## config.mk

```make
export PLATFORM = sky130hd
export DESIGN_NAME = periodic_task_timer_table_top
export DESIGN_NICKNAME = d
export VERILOG_FILES = /design/src/hdl/ptt_pkg.sv /design/src/hdl/ptt_slot_mem.sv /design/src/hdl/periodic_task_timer_table_top.sv
export SDC_FILE = /design/constraint.sdc
export NUM_CORES = 2
export LEC_CHECK = 0
export ABC_AREA = 1
export BUFFER_PORTS_ARGS = -buffer_cell sky130_fd_sc_hd__buf_2
export CAP_MARGIN = 20
export CORE_UTILIZATION = 35
export CTS_CLUSTER_DIAMETER = 40
export DETAILED_ROUTE_END_ITERATION = 6
export SYNTH_ARGS = -nofsm -noshare
export SYNTH_HDL_FRONTEND = slang
export SYNTH_SLANG_ARGS = --single-unit
```

## constraint.sdc

```tcl
create_clock -name clk -period 6.6 [get_ports clk]
set_input_delay 1.32 -clock clk [delete_from_list [all_inputs] [get_ports clk]]
set_output_delay 1.32 -clock clk [all_outputs]
set_load 0.02 [all_outputs]
```

## src/hdl/ptt_pkg.sv

```systemverilog
// Package: command and result codes, sequencer states and shared types of the timer table.
`default_nettype none
package ptt_pkg;

	localparam int PERIOD_W = 32;
	localparam int REM_W    = 34;
	localparam int ID_W     = 4;

	// Input command codes
	typedef enum logic [2:0] {
		CMD_TICK    = 3'd0,
		CMD_SERVICE = 3'd1,
		CMD_ADD     = 3'd2,
		CMD_REMOVE  = 3'd3,
		CMD_SLEEP   = 3'd4
	} ptt_cmd_t;

	// Result kinds
	typedef enum logic [2:0] {
		KIND_FIRED   = 3'd0,
		KIND_ADDED   = 3'd1,
		KIND_FULL    = 3'd2,
		KIND_REMOVED = 3'd3,
		KIND_INVALID = 3'd4
	} ptt_kind_t;

	// Sequencer states, one-hot
	typedef enum logic [4:0] {
		ST_IDLE    = 5'b00001,
		ST_ADD     = 5'b00010,
		ST_SVC_CHK = 5'b00100,
		ST_SVC_EX  = 5'b01000,
		ST_FLUSH   = 5'b10000
	} ptt_state_t;

	// Write request into the slot store
	typedef struct packed {
		logic                       we;
		logic [PERIOD_W-1:0]        period;
		logic signed [REM_W-1:0]    remaining;
	} ptt_mem_wr_t;

endpackage
`default_nettype wire

```

## src/hdl/ptt_slot_mem.sv

```systemverilog
// Slot store: period and remaining count per slot, one write and one registered read port.
`default_nettype none
module ptt_slot_mem #(
	parameter int DEPTH  = 16,
	parameter int ADDR_W = 4
) (
	input  wire logic                                 clk,
	input  wire logic [ADDR_W-1:0]                    wr_addr,
	input  wire ptt_pkg::ptt_mem_wr_t                 wr,
	input  wire logic                                 rd_en,
	input  wire logic [ADDR_W-1:0]                    rd_addr,
	output      logic [ptt_pkg::PERIOD_W-1:0]         rd_period,
	output      logic signed [ptt_pkg::REM_W-1:0]     rd_remaining
);

	logic [ptt_pkg::PERIOD_W-1:0]     period_mem [DEPTH];
	logic signed [ptt_pkg::REM_W-1:0] rem_mem    [DEPTH];

	// write port
	always_ff @(posedge clk) begin
		if (wr.we) begin
			period_mem[wr_addr] <= wr.period;
			rem_mem[wr_addr]    <= wr.remaining;
		end
	end

	// registered read port, holds while not enabled
	always_ff @(posedge clk) begin
		if (rd_en) begin
			rd_period    <= period_mem[rd_addr];
			rd_remaining <= rem_mem[rd_addr];
		end
	end

endmodule
`default_nettype wire

```

## src/hdl/periodic_task_timer_table_top.sv

```systemverilog
// Usage:
//   Input channel (in_valid/in_stall) carries one command per transaction: tick,
//   service, add, remove or set sleep mark. Output channel (out_valid/out_stall)
//   carries results (kind, slot_id, last); last marks the final result of a command.
// Command flow:
//   The block takes one command at a time and holds in_stall high while busy.
//   Tick, and set sleep on a valid slot, give no result. Remove and invalid set
//   sleep give one result; add walks the slots from slot 0 to the lowest free one,
//   or through all SLOT_CAP slots when the table is full. Service walks the slots
//   with one shared subtract/compare unit: a check step per skipped slot, a check
//   step (store read) then an update step per active slot, then a flush step; a
//   one-shot fire ends it early. A fire result is held until the next fire or the
//   end of the command, so the last flag can be set on the final one.
// Reset:
//   arst_n low clears the table marks, pending ticks and both valid flags.
//   Period and remaining counts are only read for slots that add has written.
// Stall:
//   A single output register parts the channels; while out_stall holds a result,
//   the walk pauses on the next result it has to hand over.
`default_nettype none
module periodic_task_timer_table_top #(
	parameter int NUM_SLOTS = 16
) (
	input  wire logic        clk,
	input  wire logic        arst_n,
	input  wire logic        in_valid,
	output      logic        in_stall,
	input  wire logic [2:0]  cmd,
	input  wire logic [31:0] interval,
	input  wire logic        one_shot,
	input  wire logic [3:0]  slot,
	input  wire logic        sleep_on,
	output      logic        out_valid,
	input  wire logic        out_stall,
	output      logic [2:0]  kind,
	output      logic [3:0]  slot_id,
	output      logic        last
);

	localparam int SLOT_CAP = (NUM_SLOTS < 16) ? NUM_SLOTS : 16;
	localparam int IDX_W    = (SLOT_CAP > 1) ? $clog2(SLOT_CAP) : 1;
	localparam logic [IDX_W-1:0] LAST_IDX = IDX_W'(SLOT_CAP - 1);

	ptt_pkg::ptt_state_t state_q;
	logic [SLOT_CAP-1:0] valid_q, sleep_q, once_q;
	logic [31:0]         pending_q, elapsed_q, add_period_q;
	logic                add_once_q;
	logic [IDX_W-1:0]    walk_q;
	logic                hold_valid_q;
	ptt_pkg::ptt_kind_t  hold_kind_q;
	logic [3:0]          hold_id_q;
	logic                out_valid_q, out_last_q;
	logic [2:0]          out_kind_q;
	logic [3:0]          out_id_q;

	logic                                 slot_ok, slot_hit, active, walk_end;
	logic                                 out_free, fire, ex_go, push, push_last;
	logic [IDX_W-1:0]                     slot_idx;
	logic [ptt_pkg::PERIOD_W-1:0]         rd_period;
	logic signed [ptt_pkg::REM_W-1:0]     rd_remaining, diff;
	ptt_pkg::ptt_mem_wr_t                 mem_wr;
	logic                                 rd_en;

	// addressed slot checks
	assign slot_ok  = {1'b0, slot} < 5'(SLOT_CAP);
	assign slot_idx = slot[IDX_W-1:0];
	assign slot_hit = slot_ok && valid_q[slot_idx];

	// walk position checks
	assign active   = valid_q[walk_q] && !sleep_q[walk_q];
	assign walk_end = (walk_q == LAST_IDX);

	// shared subtract and compare
	assign diff = rd_remaining - $signed({2'b00, elapsed_q});
	assign fire = diff[ptt_pkg::REM_W-1] || (diff == '0);

	assign out_free = !out_valid_q || !out_stall;
	assign ex_go    = (state_q == ptt_pkg::ST_SVC_EX) && (!fire || !hold_valid_q || out_free);

	// held result goes out on a new fire or at the end of the command
	assign push_last = (state_q == ptt_pkg::ST_FLUSH);
	assign push = hold_valid_q &&
		((ex_go && fire) || (push_last && out_free));

	assign in_stall = (state_q != ptt_pkg::ST_IDLE);
	assign rd_en    = (state_q == ptt_pkg::ST_SVC_CHK) && active;

	// store write: new slot on add, updated count on service
	always_comb begin
		mem_wr.we        = 1'b0;
		mem_wr.period    = add_period_q;
		mem_wr.remaining = $signed({2'b00, add_period_q});
		if (state_q == ptt_pkg::ST_ADD) begin
			mem_wr.we = !valid_q[walk_q];
		end else if (ex_go) begin
			mem_wr.we        = 1'b1;
			mem_wr.period    = rd_period;
			mem_wr.remaining = fire ? $signed({2'b00, rd_period}) : diff;
		end
	end

	ptt_slot_mem #(
		.DEPTH  (SLOT_CAP),
		.ADDR_W (IDX_W)
	) u_mem (
		.clk          (clk),
		.wr_addr      (walk_q),
		.wr           (mem_wr),
		.rd_en        (rd_en),
		.rd_addr      (walk_q),
		.rd_period    (rd_period),
		.rd_remaining (rd_remaining)
	);

	// sequencer and table marks
	always_ff @(posedge clk or negedge arst_n) begin
		if (!arst_n) begin
			state_q      <= ptt_pkg::ST_IDLE;
			valid_q      <= '0;
			sleep_q      <= '0;
			once_q       <= '0;
			pending_q    <= '0;
			walk_q       <= '0;
			hold_valid_q <= 1'b0;
		end else begin
			unique case (state_q)
				ptt_pkg::ST_IDLE: begin
					if (in_valid) begin
						unique case (cmd)
							ptt_pkg::CMD_TICK: begin
								pending_q <= pending_q + 32'd1;
							end
							ptt_pkg::CMD_SERVICE: begin
								if (pending_q != '0) begin
									pending_q <= '0;
									walk_q    <= '0;
									state_q   <= ptt_pkg::ST_SVC_CHK;
								end
							end
							ptt_pkg::CMD_ADD: begin
								walk_q  <= '0;
								state_q <= ptt_pkg::ST_ADD;
							end
							ptt_pkg::CMD_REMOVE: begin
								hold_valid_q <= 1'b1;
								if (slot_hit) begin
									valid_q[slot_idx] <= 1'b0;
									sleep_q[slot_idx] <= 1'b0;
									once_q[slot_idx]  <= 1'b0;
								end
								state_q <= ptt_pkg::ST_FLUSH;
							end
							ptt_pkg::CMD_SLEEP: begin
								if (slot_hit) begin
									sleep_q[slot_idx] <= sleep_on;
								end else begin
									hold_valid_q <= 1'b1;
									state_q      <= ptt_pkg::ST_FLUSH;
								end
							end
							default: ;
						endcase
					end
				end
				ptt_pkg::ST_ADD: begin
					if (!valid_q[walk_q]) begin
						valid_q[walk_q] <= 1'b1;
						sleep_q[walk_q] <= 1'b0;
						once_q[walk_q]  <= add_once_q;
						hold_valid_q    <= 1'b1;
						state_q         <= ptt_pkg::ST_FLUSH;
					end else if (walk_end) begin
						hold_valid_q <= 1'b1;
						state_q      <= ptt_pkg::ST_FLUSH;
					end else begin
						walk_q <= walk_q + 1'b1;
					end
				end
				ptt_pkg::ST_SVC_CHK: begin
					if (active) begin
						state_q <= ptt_pkg::ST_SVC_EX;
					end else if (walk_end) begin
						state_q <= ptt_pkg::ST_FLUSH;
					end else begin
						walk_q <= walk_q + 1'b1;
					end
				end
				ptt_pkg::ST_SVC_EX: begin
					if (ex_go) begin
						// a new fire replaces the one just pushed out
						if (fire) begin
							hold_valid_q <= 1'b1;
						end
						if (fire && once_q[walk_q]) begin
							valid_q[walk_q] <= 1'b0;
							sleep_q[walk_q] <= 1'b0;
							once_q[walk_q]  <= 1'b0;
							state_q         <= ptt_pkg::ST_FLUSH;
						end else if (walk_end) begin
							state_q <= ptt_pkg::ST_FLUSH;
						end else begin
							walk_q  <= walk_q + 1'b1;
							state_q <= ptt_pkg::ST_SVC_CHK;
						end
					end
				end
				ptt_pkg::ST_FLUSH: begin
					if (!hold_valid_q) begin
						state_q <= ptt_pkg::ST_IDLE;
					end else if (out_free) begin
						hold_valid_q <= 1'b0;
						state_q      <= ptt_pkg::ST_IDLE;
					end
				end
				default: begin
					state_q <= ptt_pkg::ST_IDLE;
				end
			endcase
		end
	end

	// operand and held-result payload
	always_ff @(posedge clk) begin
		if (state_q == ptt_pkg::ST_IDLE && in_valid) begin
			elapsed_q    <= pending_q;
			add_period_q <= interval;
			add_once_q   <= one_shot;
			hold_id_q    <= slot;
			hold_kind_q  <= slot_hit && (cmd == ptt_pkg::CMD_REMOVE) ?
				ptt_pkg::KIND_REMOVED : ptt_pkg::KIND_INVALID;
		end else if (state_q == ptt_pkg::ST_ADD) begin
			if (!valid_q[walk_q]) begin
				hold_kind_q <= ptt_pkg::KIND_ADDED;
				hold_id_q   <= 4'(walk_q);
			end else begin
				hold_kind_q <= ptt_pkg::KIND_FULL;
				hold_id_q   <= '0;
			end
		end else if (ex_go && fire) begin
			hold_kind_q <= ptt_pkg::KIND_FIRED;
			hold_id_q   <= 4'(walk_q);
		end
	end

	// output register
	always_ff @(posedge clk or negedge arst_n) begin
		if (!arst_n) begin
			out_valid_q <= 1'b0;
		end else if (push) begin
			out_valid_q <= 1'b1;
		end else if (!out_stall) begin
			out_valid_q <= 1'b0;
		end
	end

	always_ff @(posedge clk) begin
		if (push) begin
			out_kind_q <= hold_kind_q;
			out_id_q   <= hold_id_q;
			out_last_q <= push_last;
		end
	end

	assign out_valid = out_valid_q;
	assign kind      = out_kind_q;
	assign slot_id   = out_id_q;
	assign last      = out_last_q;

endmodule
`default_nettype wire

```

# ---- Yosys cells after proc, flatten, opt, wreduce, memory -nomap -nowiden
# Memories as Yosys holds them, arrays and structs flattened. A register that Yosys moved wholly into a read port is not among the register bits.
# Index checks and enable logic that the tools add are counted.
dict set report totals {
  ff_bits 171
  ramBits 1056
  inputBits 45
  out_inout_bits 10
  n_memories 2
}
dict set report op_classes {
  n_mux 87
  addsub 3
  n_eq_ne 32
  n_reduce_logical 36
  order_cmp 4
  n_bitwise 9
}
# memory words width rd rd_ports_with_merged_regs wr line_no
set memory_table {}
lappend memory_table {u_mem.rem_mem 16 34 1 1 1 ptt_slot_mem.sv:17} ;# logic signed [ptt_pkg::REM_W-1:0] rem_mem [DEPTH];
lappend memory_table {u_mem.period_mem 16 32 1 1 1 ptt_slot_mem.sv:16} ;# logic [ptt_pkg::PERIOD_W-1:0] period_mem [DEPTH];
# operator count
set op_table {}
lappend op_table {{$mux W16} 18}
lappend op_table {{$pmux W16 S3} 3}
lappend op_table {{$and A16 B16 Y16} 6}
lappend op_table {{$mux W67} 1}
lappend op_table {{$mux W66} 1}
lappend op_table {{$pmux W32 S2} 1}
lappend op_table {{$mux W5} 11}
lappend op_table {{$mux W4} 11}
lappend op_table {{$logic_not A34 Y1} 1}
lappend op_table {{$mux W34} 1}
lappend op_table {{$sub A34 B33 Y34} 1}
lappend op_table {{$add A32 B1 Y32 const B} 1}
lappend op_table {{$bwmux W16} 2}
lappend op_table {{$mux W32} 1}
lappend op_table {{$not A16 Y16} 2}
lappend op_table {{$pmux W16 S2} 1}
lappend op_table {{$reduce_bool A32 Y1} 1}
lappend op_table {{$pmux W5 S5} 1}
lappend op_table {{$pmux W5 S4} 1}
lappend op_table {{$mux W1} 19}
lappend op_table {{$ne A2 B2 Y1 const B} 9}
lappend op_table {{$ne A3 B3 Y1 const B} 6}
lappend op_table {{$bmux W1 S4} 4}
lappend op_table {{$or A16 B16 Y16} 1}
lappend op_table {{other kinds (33)} 67}

# ---- Logic depth before layout (Yosys ltp)
dict set report logic_depth {
  word_depth 11
  mapped_depth 26
}

# ---- Modules after synthesis
# Synthesis repeated with hierarchy kept, for this count alone.
dict set report unflattened {
  cells_unflattened 6330
  hier_area_um2 60488.0
}
# module cells_each n_inst seq_area_each_um2 area_each_um2
set by_module_without_submodules {}
lappend by_module_without_submodules {ptt_slot_mem 4342 1 33692.3 47423.0}
lappend by_module_without_submodules {periodic_task_timer_table_top 1988 1 4680.7 13065.0}

# ---- Worst setup path before layout
# No wires, ideal clock.
dict set report synth_path {
  kind {register -> register}
  startpoint {register u_mem.rd_remaining[0] (netlist name), read port of u_mem.rem_mem}
  endpoint {memory u_mem.period_mem[10][0] (netlist name) (enable)}
  path_slack_ps 895
  synth_period_minus_slack_ps 5705
  path_stages_with_launch 23
  n_path_buf 1
  setup_ps 490
  arrival_ps 5215
  cell_sequence {edfxtp_1 inv_1 ha_1 inv_1 fa_1 nand3_1 nand2_1 nand2_1 nand2_1 nand2_1 nand2_1 nand3_1 nand2_1 nand2_1 nand2_1 nand3_1 nor2_1 nand2_1 nand2_4 a21oi_2 nor2_2 buf_2 nor2_1}
}
dict set report synth_via {
  elab_chain_cells 11
}
# element line_no
set synth_rtl {}
lappend synth_rtl {{start, declared} ptt_slot_mem.sv:13} ;# output logic signed [ptt_pkg::REM_W-1:0] rd_remaining
lappend synth_rtl {{$sub A34 B33 Y34 (*)} periodic_task_timer_table_top.sv:74} ;# assign diff = rd_remaining - $signed({2'b00, elapsed_q});
lappend synth_rtl {{$logic_not A34 Y1} periodic_task_timer_table_top.sv:75} ;# assign fire = diff[ptt_pkg::REM_W-1] || (diff == '0);
lappend synth_rtl {{$logic_or A1 B1 Y1 (*)} periodic_task_timer_table_top.sv:75}
lappend synth_rtl {{$logic_not A1 Y1 (*)} periodic_task_timer_table_top.sv:78} ;# assign ex_go = (state_q == ptt_pkg::ST_SVC_EX) && (!fire || !hold_valid_q || out_free);
lappend synth_rtl {{$logic_or A1 B1 Y1 (*) (2 in a row)} periodic_task_timer_table_top.sv:78}
lappend synth_rtl {{$logic_and A1 B1 Y1 (*)} periodic_task_timer_table_top.sv:78}
lappend synth_rtl {{$mux W67 (*)} periodic_task_timer_table_top.sv:95} ;# end else if (ex_go) begin
lappend synth_rtl {{$mux W1 (*)} periodic_task_timer_table_top.sv:93} ;# if (state_q == ptt_pkg::ST_ADD) begin
lappend synth_rtl {{$mux W1 (*)} ptt_slot_mem.sv:21} ;# if (wr.we) begin
lappend synth_rtl {{$mux W1 (not written as such) (*)} ptt_slot_mem.sv:22} ;# period_mem[wr_addr] <= wr.period;
lappend synth_rtl {{end, declared} ptt_slot_mem.sv:16}
# Mark *: on every way between the ends. The rest lies on a longest branch, timed or not.

# ---- Final worst setup path
dict set report layout_path {
  startpoint {register u_mem.rd_remaining[0] (netlist name), read port of u_mem.rem_mem}
  endpoint {memory u_mem.rem_mem[10][21] (netlist name) (enable)}
}
dict set report layout_via {
  elab_chain_cells 11
}
# element line_no
set layout_rtl {}
lappend layout_rtl {{$sub A34 B33 Y34 (*)} periodic_task_timer_table_top.sv:74}
lappend layout_rtl {{$logic_not A34 Y1} periodic_task_timer_table_top.sv:75}
lappend layout_rtl {{$logic_or A1 B1 Y1 (*)} periodic_task_timer_table_top.sv:75}
lappend layout_rtl {{$logic_not A1 Y1 (*)} periodic_task_timer_table_top.sv:78}
lappend layout_rtl {{$logic_or A1 B1 Y1 (*) (2 in a row)} periodic_task_timer_table_top.sv:78}
lappend layout_rtl {{$logic_and A1 B1 Y1 (*)} periodic_task_timer_table_top.sv:78}
lappend layout_rtl {{$mux W67 (*)} periodic_task_timer_table_top.sv:95}
lappend layout_rtl {{$mux W1 (*)} periodic_task_timer_table_top.sv:93}
lappend layout_rtl {{$mux W1 (*)} ptt_slot_mem.sv:21}
lappend layout_rtl {{$mux W1 (not written as such) (*)} ptt_slot_mem.sv:23} ;# rem_mem[wr_addr] <= wr.remaining;
lappend layout_rtl {{end, declared} ptt_slot_mem.sv:17}
# Marked as above.

==> flow_summary.yaml <==
global_route:
  grt_first_pass_wirelength_mm: 234
  grt_antenna_before_repair: 4
  grt.total_usage_pct: 19.5
  grtUsageMet1_pct: 28.4
  grt_pass1_vias: 36700
  met3_usage_pct: 3.37
  grt_overflow: 0
  grt_max_degree: 225
  grt_util_met2_pct: 29.5
  grt-busiest-layer: "met2"
synthesis:
  seq_area_frac_synth_pct: 69.2
  synth_most_common_cell: "edfxtp_1"
  synth_flop_cell: "edfxtp_1"
  yosys_warnings: 0
  synth_compound_area_share_pct: 10.2
  synth_mux_area_share_pct: 0.0203
  yosys_register_bits: 1293
  synth.area.top_cells: "edfxtp_1 65%, nand2_1 7.2%, o21ai_0 6.0%, nor2_1 4.8%, dfrtp_1 4.1%"
  synth_top_cell_by_area: "edfxtp_1"
  yosys.area_share.adder_pct: 0.894
  synth_top_area_share_pct: 65.1
  syn_area_per_cell_um2: 11.0
  synth_top_family_by_area: "simple AND/OR/NAND/NOR gates"
  syn_inst: 5047
  synthXorXnorAreaFrac_pct: 0.316
  netlist_area_um2: 55400
  synth_common_cells: "1202 x edfxtp_1, 1066 x nand2_1, 702 x nor2_1"
  synth_edf_count: 1202
  async_flop_share_pct: 7.04
  synth_simple_gate_area_share_pct: 15.5
  synth_cell_types: 50
die:
  die_area_um2: 160000
  ios: 55
  rows: 145
  initial_core_util_pct: 35.4
  dieWidth_um: 400
  core_area_um2: 157000
  fp.dieH_um: 400
worst_setup_path:
  path_cells: "inv_1 > ha_1 > inv_1 > fa_1 > nand3_1 > nand2_1 > nand2_1 > nand2_1 > nand2_1 > nand2_1 > nand2_1 > nand2_1 > xnor2_1 > nand2_1 > nor2_1 > nand2_1 > nand2_4 > a21oi_4 > nor2_4 > nor2_4 > buf_4"
  crit_path_top_delay_cell: "buf_4"
  critPathBufInv: 3
  r2r-end: "u_mem.rem_mem[10][21]$_DFFE_PP_"
  critPathMaxStageDelay_ps: 840
  reg2reg_from: "u_mem.rd_remaining[0]$_DFFE_PP_"
  worstRegToRegCells: 21
  crit_type: "reg2reg"
  setup.worst_path.start_class: "register"
  worstPathRequired_ps: 6970
  end_kind: "register"
  crit_top_cell: "nand2_1"
  critPathTopFamily: "simple AND/OR/NAND/NOR gates"
  r2r_slack_ps: 1240
  critical_path_arrival_ps: 5730
  crit_fanout: 46
power:
  ir_worst_vdd_uv: 247
  leakage_nw: 22.5
  total_power_w: 0.0222
  powerDensity_nw_per_um2: 350
timing:
  fmax_ghz: 0.187
  max_slew_margin_pct: 17.0
  worst_slack_ps: 1240
  slew_viol_final: 0
  grt_setup_unrepaired: "false"
  fin_crit_ps: 5360
  fin_setup_tns_ps: 0
  skew_ps: 62.5
  fin_crit_sh_pct: 81.2
  tightestPinTransition_ps: 1250
  finalHoldViolCount: 0
  setup-violations-final: 0
detailed_routing:
  drcViolationCount: 2
  drt-total-wl_mm: 158
  post_drt_wl_per_cell_um: 21.7
  antenna_left: 0
  drt-initial-drc-count: 4594
  vias_per_cell: 5.41
  dr.pass1.iters: 7
  num_vias: 39300
run:
  max_cap_viol_count: 0
min_path:
  hold_path.class: "reg2reg"
  worstHoldEndpoint: "slot_id[1]$_DFFE_PP_"
  min-delay-start: "hold_id_q[1]$_DFFE_PP_"
  holdPathStages: 0
clock_tree:
  cts_made_buffers: 157
  root_buffer: "clkbuf_16"
  clkLatencyLatePin_ps: 810
  path_clk_slew_ps: 60
  cts.sinks: 1293
  max-clock-path-buffers: 3
  postCtsSetupBuffers: 0
  h-tree-depth: 4
  cts_resized: 0
  cts_tree: "done"
  cts_hold_buf: 0
cells_and_area:
  finish.instance_area_um2: 63500
  fin_util_pct: 40.5
  fin_nets: 5157
  fillers: 14800
  drive_above_1_share_pct: 8.14
  syn2layout_area_growth_pct: 14.6
  num_antenna_cells: 0
place:
  dpl_cell_area_um2: 58100
  portBuffers: 54
  place.gp.congestion: 0.965
  dp_hpwl_mm: 85.9
  dp_slack_ps: 1370
run_status:
  status: "finished with violations"
  failed_checks: "design-rule violations"
-- flip-flops by register name (all words and copies together) (netlist names), 3 cells and up --
register / flops
slot_id: 4
u_mem.rd_period: 32
add_period_q: 32
once_q: 16
valid_q: 16
sleep_q: 16
kind: 3
state_q: 5
u_mem.rem_mem: 544
u_mem.period_mem: 512
elapsed_q: 32
hold_id_q: 4
u_mem.rd_remaining: 34
hold_kind_q: 3
walk_q: 4
pending_q: 32
-- how the worst max path moves through the flow --
stage / cells after the start / from / endpoint
after floorplan: 22 / u_mem.rd_remaining[0]$_DFFE_PP_ / u_mem.period_mem[10][0]$_DFFE_PP_
after detailed placement: 21 / u_mem.rd_remaining[0]$_DFFE_PP_ / u_mem.period_mem[10][17]$_DFFE_PP_
final: 21 / u_mem.rd_remaining[0]$_DFFE_PP_ / u_mem.rem_mem[10][21]$_DFFE_PP_
after CTS: 21 / u_mem.rd_remaining[0]$_DFFE_PP_ / u_mem.rem_mem[10][21]$_DFFE_PP_
after global routing: 21 / u_mem.rd_remaining[0]$_DFFE_PP_ / u_mem.rem_mem[10][21]$_DFFE_PP_
after global placement: 21 / u_mem.rd_remaining[0]$_DFFE_PP_ / u_mem.rem_mem[12][20]$_DFFE_PP_
-- cell type report --
class | count | area [um^2] | share of cell area, %
clock inverter | 113 | 1320 | 2.08
timing repair buffer | 119 | 905 | 1.42
multi-input combinational | 3213 | 15200 | 23.9
clock buffer | 182 | 4060 | 6.40
tap | 2058 | 2570 | 4.05
inverter | 289 | 1100 | 1.74
sequential | 1293 | 38400 | 60.4
-- stage by stage --
step / hold WS [ps] / std cells
6_report: 421 / 7267
2_1_floorplan: 400 / 5062
3_3_place_gp: 406 / 6967
5_1_grt: 427 / 7267
4_1_cts: 423 / 7266
3_5_place_dp: 411 / 6971
-- layer usage --
| layer | share of wire (%) | vias up |
|---|---|---|
| met5 | 0 | - |
| met4 | 2.3 | 0 |
| met3 | 8.5 | 246 |
| met2 | 45 | 1699 |
| met1 | 45 | 19400 |
| li1 | - | 18000 |
-- placed cells by master, fill, tap and decap left out, types with 12 or more instances in the layout --
master / Yosys / routed
o21ai_0: 669 / 669
conb_1: 1 / 16
inv_1: 282 / 279
o31ai_1: 12 / 12
xor2_1: 13 / 13
buf_4: 2 / 54
clkinv_1: 3 / 21
clkinvlp_4: 0 / 14
nor3_1: 36 / 35
nor2_4: 1 / 23
nand2_1: 1066 / 1066
clkinv_2: 0 / 24
edfxtp_1: 1202 / 1202
nand4_1: 143 / 143
nand3_1: 114 / 114
clkbuf_16: 0 / 158
clkbuf_1: 232 / 22
bufinv_16: 0 / 17
dfrtp_1: 90 / 88
ha_1: 38 / 38
a21oi_1: 51 / 51
o22ai_1: 274 / 274
nor2_1: 702 / 681
buf_2: 17 / 53
-- logic make-up (layout without fill, tap and decap cells) --
family,Yosys count,in the layout
adders and majority gates,39,39
buffers and inverters,556,703
other,1,16
AOI/OAI and AO/OA,1043,1043
and+or+nand+nor,2094,2094
xor gates and xnor gates,20,20
DFF,1293,1293
muxes,1,1
-- worst register-to-register path, cell delays in order (launching register included) --
cell,delay (ps)
edfxtp_1,380
inv_1,70
ha_1,130
inv_1,70
fa_1,440
nand3_1,140
nand2_1,120
nand2_1,100
nand2_1,130
nand2_1,90
nand2_1,70
nand2_1,70
nand2_1,120
xnor2_1,200
nand2_1,150
nor2_1,70
nand2_1,110
nand2_4,230
a21oi_4,290
nor2_4,170
nor2_4,750
buf_4,850
-- report_power, final --
group | switching [W] | internal (W)
Combinational | 0.00258 | 0.000881
Clock | 0.00360 | 0.00519
Sequential | 0.000313 | 0.00966
(Power assumes the default switching activity.)
